File: src/hw/rtl/sdf_pkg.sv
// shared types and constants for the sequence duplicate filter
package sdf_pkg;
    typedef enum logic [2:0] {
        ST_IDLE,
        ST_SEARCH,
        ST_SHIFT,
        ST_EVICT,
        ST_OUT
    } t_state;
    localparam int unsigned KEY_W = 64;
    localparam int unsigned FILL_W = 7;
    localparam int unsigned DUP_W = 32;
endpackage

File: src/hw/rtl/sequence_duplicate_filter.sv
// sequence number duplicate filter: sorted set kept in one ram
// a new number is found by a scan and placed by an insert shift; both spend a ram read and then
// a compare or write per entry; a duplicate ends the scan at its slot; eviction copies each
// surviving entry down by CACHE_SIZE/4, again with a ram read and a write per entry
// one item at a time; a finished result moves to the output register and frees the input
// reset (synchronous, active low) clears the count and duplicate counter; ram is not cleared
module sequence_duplicate_filter #(
    parameter int unsigned CACHE_SIZE = 64
) (
    input  logic                        i_clk,
    input  logic                        i_rst_n,
    input  logic                        i_valid,
    output logic                        o_ready,
    input  logic [sdf_pkg::KEY_W-1:0]   i_sequence_req,
    output logic                        o_valid,
    input  logic                        i_ready,
    output logic                        o_is_new,
    output logic                        o_evicted,
    output logic [sdf_pkg::FILL_W-1:0]  o_fill_level,
    output logic [sdf_pkg::DUP_W-1:0]   o_duplicates_seen
);
    import sdf_pkg::*;

    localparam int unsigned DEPTH = CACHE_SIZE + 1;
    localparam int unsigned AW = $clog2(DEPTH);
    localparam int unsigned CW = $clog2(DEPTH + 1);
    localparam int unsigned EVICT = CACHE_SIZE / 4;

    t_state r_state, n_state;
    logic [CW-1:0] r_cnt, n_cnt;
    logic [CW-1:0] r_idx, n_idx;   // scan / shift / evict pointer
    logic [KEY_W-1:0] r_key, n_key;
    logic [KEY_W-1:0] r_carry, n_carry;
    logic r_rd_pend, n_rd_pend;
    logic [DUP_W-1:0] r_dup, n_dup;
    logic r_ov, n_ov;
    logic r_new, n_new;
    logic r_ev, n_ev;
    logic [FILL_W-1:0] r_fill, n_fill;
    logic r_out_new, n_out_new;
    logic r_out_ev, n_out_ev;
    logic [FILL_W-1:0] r_out_fill, n_out_fill;
    logic [DUP_W-1:0] r_out_dup, n_out_dup;

    logic          we;
    logic [AW-1:0] waddr, raddr;
    logic [KEY_W-1:0] wdata, rdata;

    sdf_ram #(.WIDTH(KEY_W), .DEPTH(DEPTH)) u_ram (
        .i_clk  (i_clk),
        .i_we   (we),
        .i_waddr(waddr),
        .i_wdata(wdata),
        .i_raddr(raddr),
        .o_rdata(rdata)
    );

    always_ff @(posedge i_clk) begin
        if (!i_rst_n) begin
            r_state   <= ST_IDLE;
            r_cnt     <= '0;
            r_dup     <= '0;
            r_ov      <= 1'b0;
            r_rd_pend <= 1'b0;
        end else begin
            r_state   <= n_state;
            r_cnt     <= n_cnt;
            r_dup     <= n_dup;
            r_ov      <= n_ov;
            r_rd_pend <= n_rd_pend;
        end
        r_idx      <= n_idx;
        r_key      <= n_key;
        r_carry    <= n_carry;
        r_new      <= n_new;
        r_ev       <= n_ev;
        r_fill     <= n_fill;
        r_out_new  <= n_out_new;
        r_out_ev   <= n_out_ev;
        r_out_fill <= n_out_fill;
        r_out_dup  <= n_out_dup;
    end

    assign o_ready           = (r_state == ST_IDLE);
    assign o_valid           = r_ov;
    assign o_is_new          = r_out_new;
    assign o_evicted         = r_out_ev;
    assign o_fill_level      = r_out_fill;
    assign o_duplicates_seen = r_out_dup;

    always_comb begin
        n_state    = r_state;
        n_cnt      = r_cnt;
        n_idx      = r_idx;
        n_key      = r_key;
        n_carry    = r_carry;
        n_rd_pend  = 1'b0;
        n_dup      = r_dup;
        n_ov       = r_ov;
        n_new      = r_new;
        n_ev       = r_ev;
        n_fill     = r_fill;
        n_out_new  = r_out_new;
        n_out_ev   = r_out_ev;
        n_out_fill = r_out_fill;
        n_out_dup  = r_out_dup;
        we         = 1'b0;
        waddr      = r_idx[AW-1:0];
        wdata      = r_carry;
        raddr      = r_idx[AW-1:0];
        if (r_ov && i_ready) begin
            n_ov = 1'b0;
        end
        case (r_state)
            ST_IDLE: begin
                if (i_valid) begin
                    n_key   = i_sequence_req;
                    n_idx   = '0;
                    n_state = ST_SEARCH;
                end
            end
            ST_SEARCH: begin
                // one read in flight: issue at r_idx, compare on the next cycle
                if (!r_rd_pend) begin
                    if (r_idx >= r_cnt) begin
                        // key goes at the end
                        n_carry = r_key;
                        n_state = ST_SHIFT;
                    end else begin
                        n_rd_pend = 1'b1;
                    end
                end else if (rdata < r_key) begin
                    n_idx = r_idx + 1'b1;
                end else if (rdata == r_key) begin
                    if (r_dup != '1) begin
                        n_dup = r_dup + 1'b1;
                    end
                    n_new   = 1'b0;
                    n_ev    = 1'b0;
                    n_fill  = FILL_W'(r_cnt);
                    n_state = ST_OUT;
                end else begin
                    n_carry = r_key;
                    n_state = ST_SHIFT;
                end
            end
            ST_SHIFT: begin
                // write carry at r_idx, pick up the old entry there as new carry
                if (!r_rd_pend && r_idx < r_cnt) begin
                    n_rd_pend = 1'b1;
                end else begin
                    we      = 1'b1;
                    n_carry = rdata;
                    if (r_idx >= r_cnt) begin
                        n_cnt = r_cnt + 1'b1;
                        n_new = 1'b1;
                        if (r_cnt + 1'b1 > CW'(CACHE_SIZE)) begin
                            n_idx   = '0;
                            n_state = ST_EVICT;
                        end else begin
                            n_ev    = 1'b0;
                            n_fill  = FILL_W'(r_cnt + 1'b1);
                            n_state = ST_OUT;
                        end
                    end else begin
                        n_idx = r_idx + 1'b1;
                    end
                end
            end
            ST_EVICT: begin
                // copy entry idx+EVICT down to idx
                raddr = AW'(r_idx + CW'(EVICT));
                if (r_idx + CW'(EVICT) >= r_cnt) begin
                    n_cnt   = r_cnt - CW'(EVICT);
                    n_ev    = 1'b1;
                    n_fill  = FILL_W'(r_cnt - CW'(EVICT));
                    n_state = ST_OUT;
                end else if (!r_rd_pend) begin
                    n_rd_pend = 1'b1;
                end else begin
                    we    = 1'b1;
                    wdata = rdata;
                    n_idx = r_idx + 1'b1;
                end
            end
            ST_OUT: begin
                // wait until the output register is free or being emptied
                if (!r_ov || i_ready) begin
                    n_ov       = 1'b1;
                    n_out_new  = r_new;
                    n_out_ev   = r_ev;
                    n_out_fill = r_fill;
                    n_out_dup  = r_dup;
                    n_state    = ST_IDLE;
                end
            end
            default: begin
                n_state = ST_IDLE;
            end
        endcase
    end
endmodule

File: src/hw/rtl/sdf_ram.sv
// generic single-port-write, single-read ram with registered read data
module sdf_ram #(
    parameter int unsigned WIDTH = 64,
    parameter int unsigned DEPTH = 65
) (
    input  logic                     i_clk,
    input  logic                     i_we,
    input  logic [$clog2(DEPTH)-1:0] i_waddr,
    input  logic [WIDTH-1:0]         i_wdata,
    input  logic [$clog2(DEPTH)-1:0] i_raddr,
    output logic [WIDTH-1:0]         o_rdata
);
    logic [WIDTH-1:0] r_mem [DEPTH];
    logic [WIDTH-1:0] r_rdata;

    always_ff @(posedge i_clk) begin
        if (i_we) begin
            r_mem[i_waddr] <= i_wdata;
        end
        r_rdata <= r_mem[i_raddr];
    end

    assign o_rdata = r_rdata;
endmodule

File: config.mk
export PLATFORM = sky130hd
export DESIGN_NAME = sequence_duplicate_filter
export DESIGN_NICKNAME = d
export VERILOG_FILES = /design/src/hw/rtl/sdf_pkg.sv /design/src/hw/rtl/sequence_duplicate_filter.sv /design/src/hw/rtl/sdf_ram.sv
export SDC_FILE = /design/constraint.sdc
export NUM_CORES = 2
export LEC_CHECK = 0
export ABC_AREA = 1
export BUFFER_PORTS_ARGS = -buffer_cell sky130_fd_sc_hd__buf_2
export CORE_UTILIZATION = 45
export CTS_CLUSTER_SIZE = 12
export DETAILED_ROUTE_END_ITERATION = 12
export PLACE_DENSITY = 0.57
export SYNTH_ARGS = -nofsm -noshare
export SYNTH_HDL_FRONTEND = slang
export SYNTH_MEMORY_MAX_BITS = 65536
export SYNTH_SLANG_ARGS = --single-unit
File: constraint.sdc
create_clock -name i_clk -period 13.22 [get_ports i_clk]
set_input_delay 1.983 -clock i_clk [delete_from_list [all_inputs] [get_ports i_clk]]
set_output_delay 1.983 -clock i_clk [all_outputs]
set_load 0.005 [all_outputs]
# Yosys cells after proc, flatten, opt, wreduce, memory -nomap -nowiden
# Memories as Yosys holds them, arrays and structs flattened. A register that Yosys moved wholly into a read port is not among the register bits.
# Cells that the tools add are included.
dict set report op_classes {
  add_sub_neg 5
  magnitude_cmp 5
  n_eq_ne 22
  n_mux 67
  bitwise_logic 1
  reduce_logical 19
}
# operator n
set ops {}
lappend ops {{$mux W64} 8}
lappend ops {{$pmux W64 S2} 1}
lappend ops {{$mux W7} 18}
lappend ops {{$eq A64 B64 Y1} 1}
lappend ops {{$lt A64 B64 Y1} 1}
lappend ops {{$add A32 B1 Y32 const B} 1}
lappend ops {{$ne A32 B32 Y1 const B} 1}
lappend ops {{$mux W3} 10}
lappend ops {{$pmux W7 S4} 1}
lappend ops {{$ne A2 B2 Y1 const B} 12}
lappend ops {{$mux W1} 22}
lappend ops {{$pmux W7 S3} 1}
lappend ops {{$reduce_and A8 Y1} 2}
lappend ops {{$pmux W3 S5} 1}
lappend ops {{$add A7 B1 Y7 const B} 2}
lappend ops {{$ge A7 B7 Y1} 2}
lappend ops {{$pmux W7 S2} 1}
lappend ops {{$ne A3 B3 Y1 const B} 4}
lappend ops {{$reduce_and A5 Y1} 2}
lappend ops {{$add A7 B5 Y7 const B} 1}
lappend ops {{$gt A7 B7 Y1 const B} 1}
lappend ops {{$lt A7 B7 Y1} 1}
lappend ops {{$reduce_and A7 Y1} 1}
lappend ops {{$sub A7 B5 Y7 const B} 1}
lappend ops {{16 further kinds} 23}
dict set report totals {
  ff_bits 229
  ramBits 4160
  output_inout_bits 43
  word_cells 135
  n_memories 1
}
# memory words word_bits rd rd_ports_with_merged_regs write_ports line
set memory_table {}
lappend memory_table {u_ram.r_mem 65 64 1 1 1 sdf_ram.sv:13} ;# logic [WIDTH-1:0] r_mem [DEPTH];

# Depth between registers and ports, before layout
dict set report logic_depth {
  depth_word 6
  mapped_depth 20
}

# Hierarchy
# Synthesis repeated with hierarchy kept, for this count alone.
dict set report unflattened {
  cells_unflattened 14744
  hier_area_um2 179712.4
}
# mod n_inst cells_per_inst area_each_um2 seq_area_each_um2
set modules_own_cells {}
lappend modules_own_cells {sdf_ram 1 13503 167564.5 126201.0}
lappend modules_own_cells {sequence_duplicate_filter 1 1241 12147.9 6436.2}

# Worst setup path before layout
# Ideal clock, no wire load.
dict set report synth_path {
  path_kind {input to register}
  from {input port i_valid}
  to {register r_key[0] (enable)}
  setup_time_ns 0.564
  arrival_ns 6.368
  t_required_ns 12.656
  slack_ns 6.287
  stages 2
  n_path_buf 0
  cell_sequence {inv_1 > nor3_1}
}
dict set report synth_via {
  elab_chain_len 1
}
# element line
set synth_rtl {}
lappend synth_rtl {{start: declaration} sequence_duplicate_filter.sv:12} ;# input logic i_valid,
lappend synth_rtl {{$reduce_and A2 Y1 (no line)} --}
lappend synth_rtl {{end signal: assignment} sequence_duplicate_filter.sv:73} ;# r_key <= n_key;
lappend synth_rtl {{end: declaration} sequence_duplicate_filter.sv:32} ;# logic [KEY_W-1:0] r_key, n_key;
# No other way between the ends.
# A chain may end at the register's enable or synchronous reset.

# Final worst setup path
dict set report layout_path {
  from {register r_idx[4]}
  to {memory u_ram.r_mem[0][25] (enable)}
}
dict set report layout_via {
  elab_chain_len 6
  elab_cells_between_ends 9
  cone_classes {add/sub: 1; order compare: 2; mux: 5; reduce/logical: 1}
}
# element line
set layout_rtl {}
lappend layout_rtl {{start: declaration} sequence_duplicate_filter.sv:31} ;# logic [CW-1:0] r_idx, n_idx;
lappend layout_rtl {{start signal: assignment} sequence_duplicate_filter.sv:72} ;# r_idx <= n_idx;
lappend layout_rtl {{$add A7 B5 Y7 / $lt A7 B7 Y1 (equally long branches)} {sequence_duplicate_filter.sv:173, sequence_duplicate_filter.sv:149}}
lappend layout_rtl {{$ge A7 B7 Y1 / $logic_and A1 B1 Y1 (equally long branches)} {sequence_duplicate_filter.sv:173, sequence_duplicate_filter.sv:149}}
lappend layout_rtl {{$mux W1 (on tied branches)} {sequence_duplicate_filter.sv:173, sequence_duplicate_filter.sv:149}}
lappend layout_rtl {{$pmux W1 S2} sequence_duplicate_filter.sv:114} ;# case (r_state)
lappend layout_rtl {{$mux W1} sdf_ram.sv:17} ;# if (i_we) begin
lappend layout_rtl {{$mux W1 (implied by the code)} sdf_ram.sv:18} ;# r_mem[i_waddr] <= i_wdata;
lappend layout_rtl {{end: declaration} sdf_ram.sv:13}
# Parallel ways exist; a longest one is shown, timed or not.

==> impl_metrics.env <==
export IMPL_cts_htree_levels=5
export IMPL_postSynth_asyncResetShare_pct=0
export IMPL_post_synth_fa_ha_maj_area_fraction_pct=0.5876
export IMPL_drt_first_pass_iters=7
export IMPL_drive_above_1_share_pct=8.840
export IMPL_multiInputGateArea_sq_um=33350
export IMPL_grt_pass1_wl_microns=811800
export IMPL_mostFrequentLayoutCell="edfxtp_1"
export IMPL_cts_tree="built"
export IMPL_postRouteAntennaNets=0
export IMPL_final_setup_tns_ns=0
export IMPL_rsz0062_at_grt="no"
export IMPL_drt_iter0_drc=17050
export IMPL_total_via_count_in_the_routed_design=109700
export IMPL_critPathArrivalTime_ns=6.95
export IMPL_postCtsResizedCells=0
export IMPL_layout_common_cells="edfxtp_1, nand2_1, nand3_1"
export IMPL_synth_ff_latch_count=4453
export IMPL_setup_viol=0
export IMPL_min_period_over_period_pct=48.34
export IMPL_synth_warnings=0
export IMPL_fraction_of_the_mapped_netlist_area_in_compound_gates_pct=5.285
export IMPL_relative_max_transition_margin_pct=5.000
export IMPL_worst_setup_hold_path_clk_slew_ns=0.06
export IMPL_cts_hold_buffers=0
export IMPL_timing_final_hold_violations=0
export IMPL_via_count_normalized_by_instance_count=6.080
export IMPL_synth_nets=12580
export IMPL_cellLeakagePower_nw=65.32
export IMPL_crit_path_max_fanout=40
export IMPL_floorplan_core_area_sq_um=376100
export IMPL_die_width_microns=617.3
export IMPL_place_detailed_hpwl_microns=306500
export IMPL_die_area_sq_um=381000
export IMPL_synth_cell_area_sq_um=170300
export IMPL_chipHeight_microns=617.3
export IMPL_nets=12830
export IMPL_floorplan_io_pins=111
export IMPL_synthesis_to_finish_area_growth_pct=12.33
export IMPL_clock_skew_ns=0.07242
export IMPL_sequential_cell_area_sq_um=132600
export IMPL_floorplan_initialDensity_pct=45.29
export IMPL_timing_final_max_slew_violations=0
export IMPL_cp_end_kind="register"
export IMPL_highest_clock_rate_ghz=0.1565
export IMPL_dominant_combinational_cell_family_by_area_after_synthesis="simple AND/OR/NAND/NOR gates"
export IMPL_cap_viol_max_count=0
export IMPL_number_of_clock_buffers_inserted_by_tritoncts=457
export IMPL_syn_inst=12440
export IMPL_synthesis_area_per_instance_sq_um=13.70
export IMPL_result_of_the_run="finished, final reports clean"
export IMPL_yosys_cell_types_count=46
export IMPL_power_ir_vdd_worst_mv=0.2729
export IMPL_num_rows=225
export IMPL_worst_hold_path_num_cells=0
export IMPL_xor_xnor_share_of_the_synthesized_area_pct=0.05142
export IMPL_post_cts_buffers=0
export IMPL_clk_latency_ns=1.01
export IMPL_input_output_buffers=110
export IMPL_worst_path_required_time_ns=13.78
export IMPL_grt_antenna_before_repair=32
export IMPL_crit_chain="ha_1, xnor2_1, inv_1, ha_1, a21oi_1, o21a_1, nand4_1, inv_1, nand2_4, nand2_2, nand2_1, nor2_4, buf_4"
export IMPL_globalplace_congestion=0.8517
export IMPL_routedWlPerCell_microns=32.61
export IMPL_worst_slew_pin_transition_ns=1.425
export IMPL_min_tclk_post_route_ns=6.390
export IMPL_cp_slowest_cell="nor2_4"
export IMPL_wirelength_microns=588500
export IMPL_r2r_worst_path_cells=13
export IMPL_synth_sequential_area_ratio_pct=77.86
export IMPL_synth_simple_gate_area_share_pct=12.87
export IMPL_worst_hold_path_type="register to register"
export IMPL_max_clock_path_buffers=4
export IMPL_grtUsageTotal_pct=30.22
export IMPL_grt_start_max_net_pins=133
export IMPL_drc=0
export IMPL_grt_pass1_vias=103800
export IMPL_total_of_fill_cells_in_the_finished_design=31590
export IMPL_postSynth_topFlopCell="edfxtp_1"
export IMPL_globalRoute_totalOverflow=0
export IMPL_muxShareOfSynthArea_pct=0.4165
export IMPL_synth_enable_flop_cells=4345
export IMPL_fin_total_pwr_mw=43.03
export IMPL_clock_root_buffer="clkbuf_16"
export IMPL_worst_setup_path_start_kind="register"
export IMPL_clock_sink_count=4453
export IMPL_crit_path_max_incr_delay_ns=1.20
export IMPL_timing_setup_critical_path_class="register to register"
export IMPL_power_density_cell_area_nw_per_um2=224.9
worst max-delay path: cells and delay by family (launching register included):
family | cells | cell delay (ns)
xor+xnor | 1 | 0.21
simple gates | 5 | 2.86
compound gates | 2 | 0.36
fa+ha+maj | 2 | 0.59
buf+inv | 3 | 1.27
flops | 1 | 0.51
synth_stat cells, drive strengths merged, types with 13 or more instances:
master / count / area, sq um
o21ai: 179 / 895.9
nand3: 794 / 3989
o22ai: 13 / 81.33
a211oi: 43 / 322.8
nor2: 488 / 1844
o2bb2ai: 40 / 350.3
nand3b: 38 / 285.3
a22oi: 284 / 2132
inv: 587 / 2203
edfxtp: 4345 / 130500
nor3: 51 / 260.3
mux2: 63 / 709.4
dfxtp: 108 / 2162
clkbuf: 187 / 701.9
o211ai: 21 / 157.7
buf: 424 / 2076
nand4: 415 / 2596
ha: 80 / 1001
a21oi: 604 / 3023
and3: 13 / 81.33
a22o: 173 / 1515
nand2: 3400 / 12770
a221oi: 29 / 254.0
per-stage QoR:
stage,hold slack [ns],std cells,cell area [sq um],util (%),worst slack [ns]
finish,0.4152,18050,191300,50.87,6.830
global route,0.4380,18030,191300,50.86,6.689
CTS,0.4226,18030,191300,50.86,6.953
detailed placement,0.4105,17220,177400,47.16,7.005
global placement,0.4072,17220,177400,47.16,7.108
floorplan,0.4003,12440,170300,-,6.287
power by group:
part           leakage [nW]  switching [mW]  total [mW]  internal, mW
Clock                  6.78            5.39        12.3          6.88
Combinational          18.5            9.84        12.6          2.78
Sequential             40.0           0.419        18.1          17.7
Total                  65.3            15.6        43.0          27.4
layer usage:
metal	global-route usage (%)	routed length, microns	share of wire (%)
met3	5.457	67120	11
met1	41.78	226100	38
met5	0	65	0.011
met2	47.24	267900	46
met4	12.87	27310	4.6
registers in the layout, indices dropped and copies added (netlist names), 3 cells and up:
register           flops
o_duplicates_seen     32
o_fill_level           7
r_carry               64
r_cnt                  7
r_dup                 32
r_fill                 7
r_idx                  7
r_key                 64
r_state                3
u_ram.o_rdata         64
u_ram.r_mem         4160
kinds of logic (layout without fill, tap and decap cells):
group           count (synthesis)  in the layout
compound gates               1416           1416
xor+xnor                       10             10
fa+ha+maj                      80             80
buf+inv                      1198           1794
flops                        4453           4453
mux                            63             63
other cells                     0             20
simple gates                 5215           5215
path summary, 6_finish.rpt:
check,from,to,slack (ns)
min,r_fill[1],o_fill_level[1],0.42
max reg2reg,r_idx[4],u_ram.r_mem[0][25],6.83
max,r_idx[4],u_ram.r_mem[0][25],6.83
min reg2reg,r_fill[1],o_fill_level[1],0.42
final cells by class:
type,instances,share of cell area (%)
antenna,20,0.02616
clock buffer,646,6.560
clock inverter,161,0.7219
inverter,587,1.188
multi-input combinational,6784,17.43
sequential,4453,69.32
tap,4994,3.266
timing repair buffer,400,1.491
Note: power is estimated with default switching activity, not from simulation.
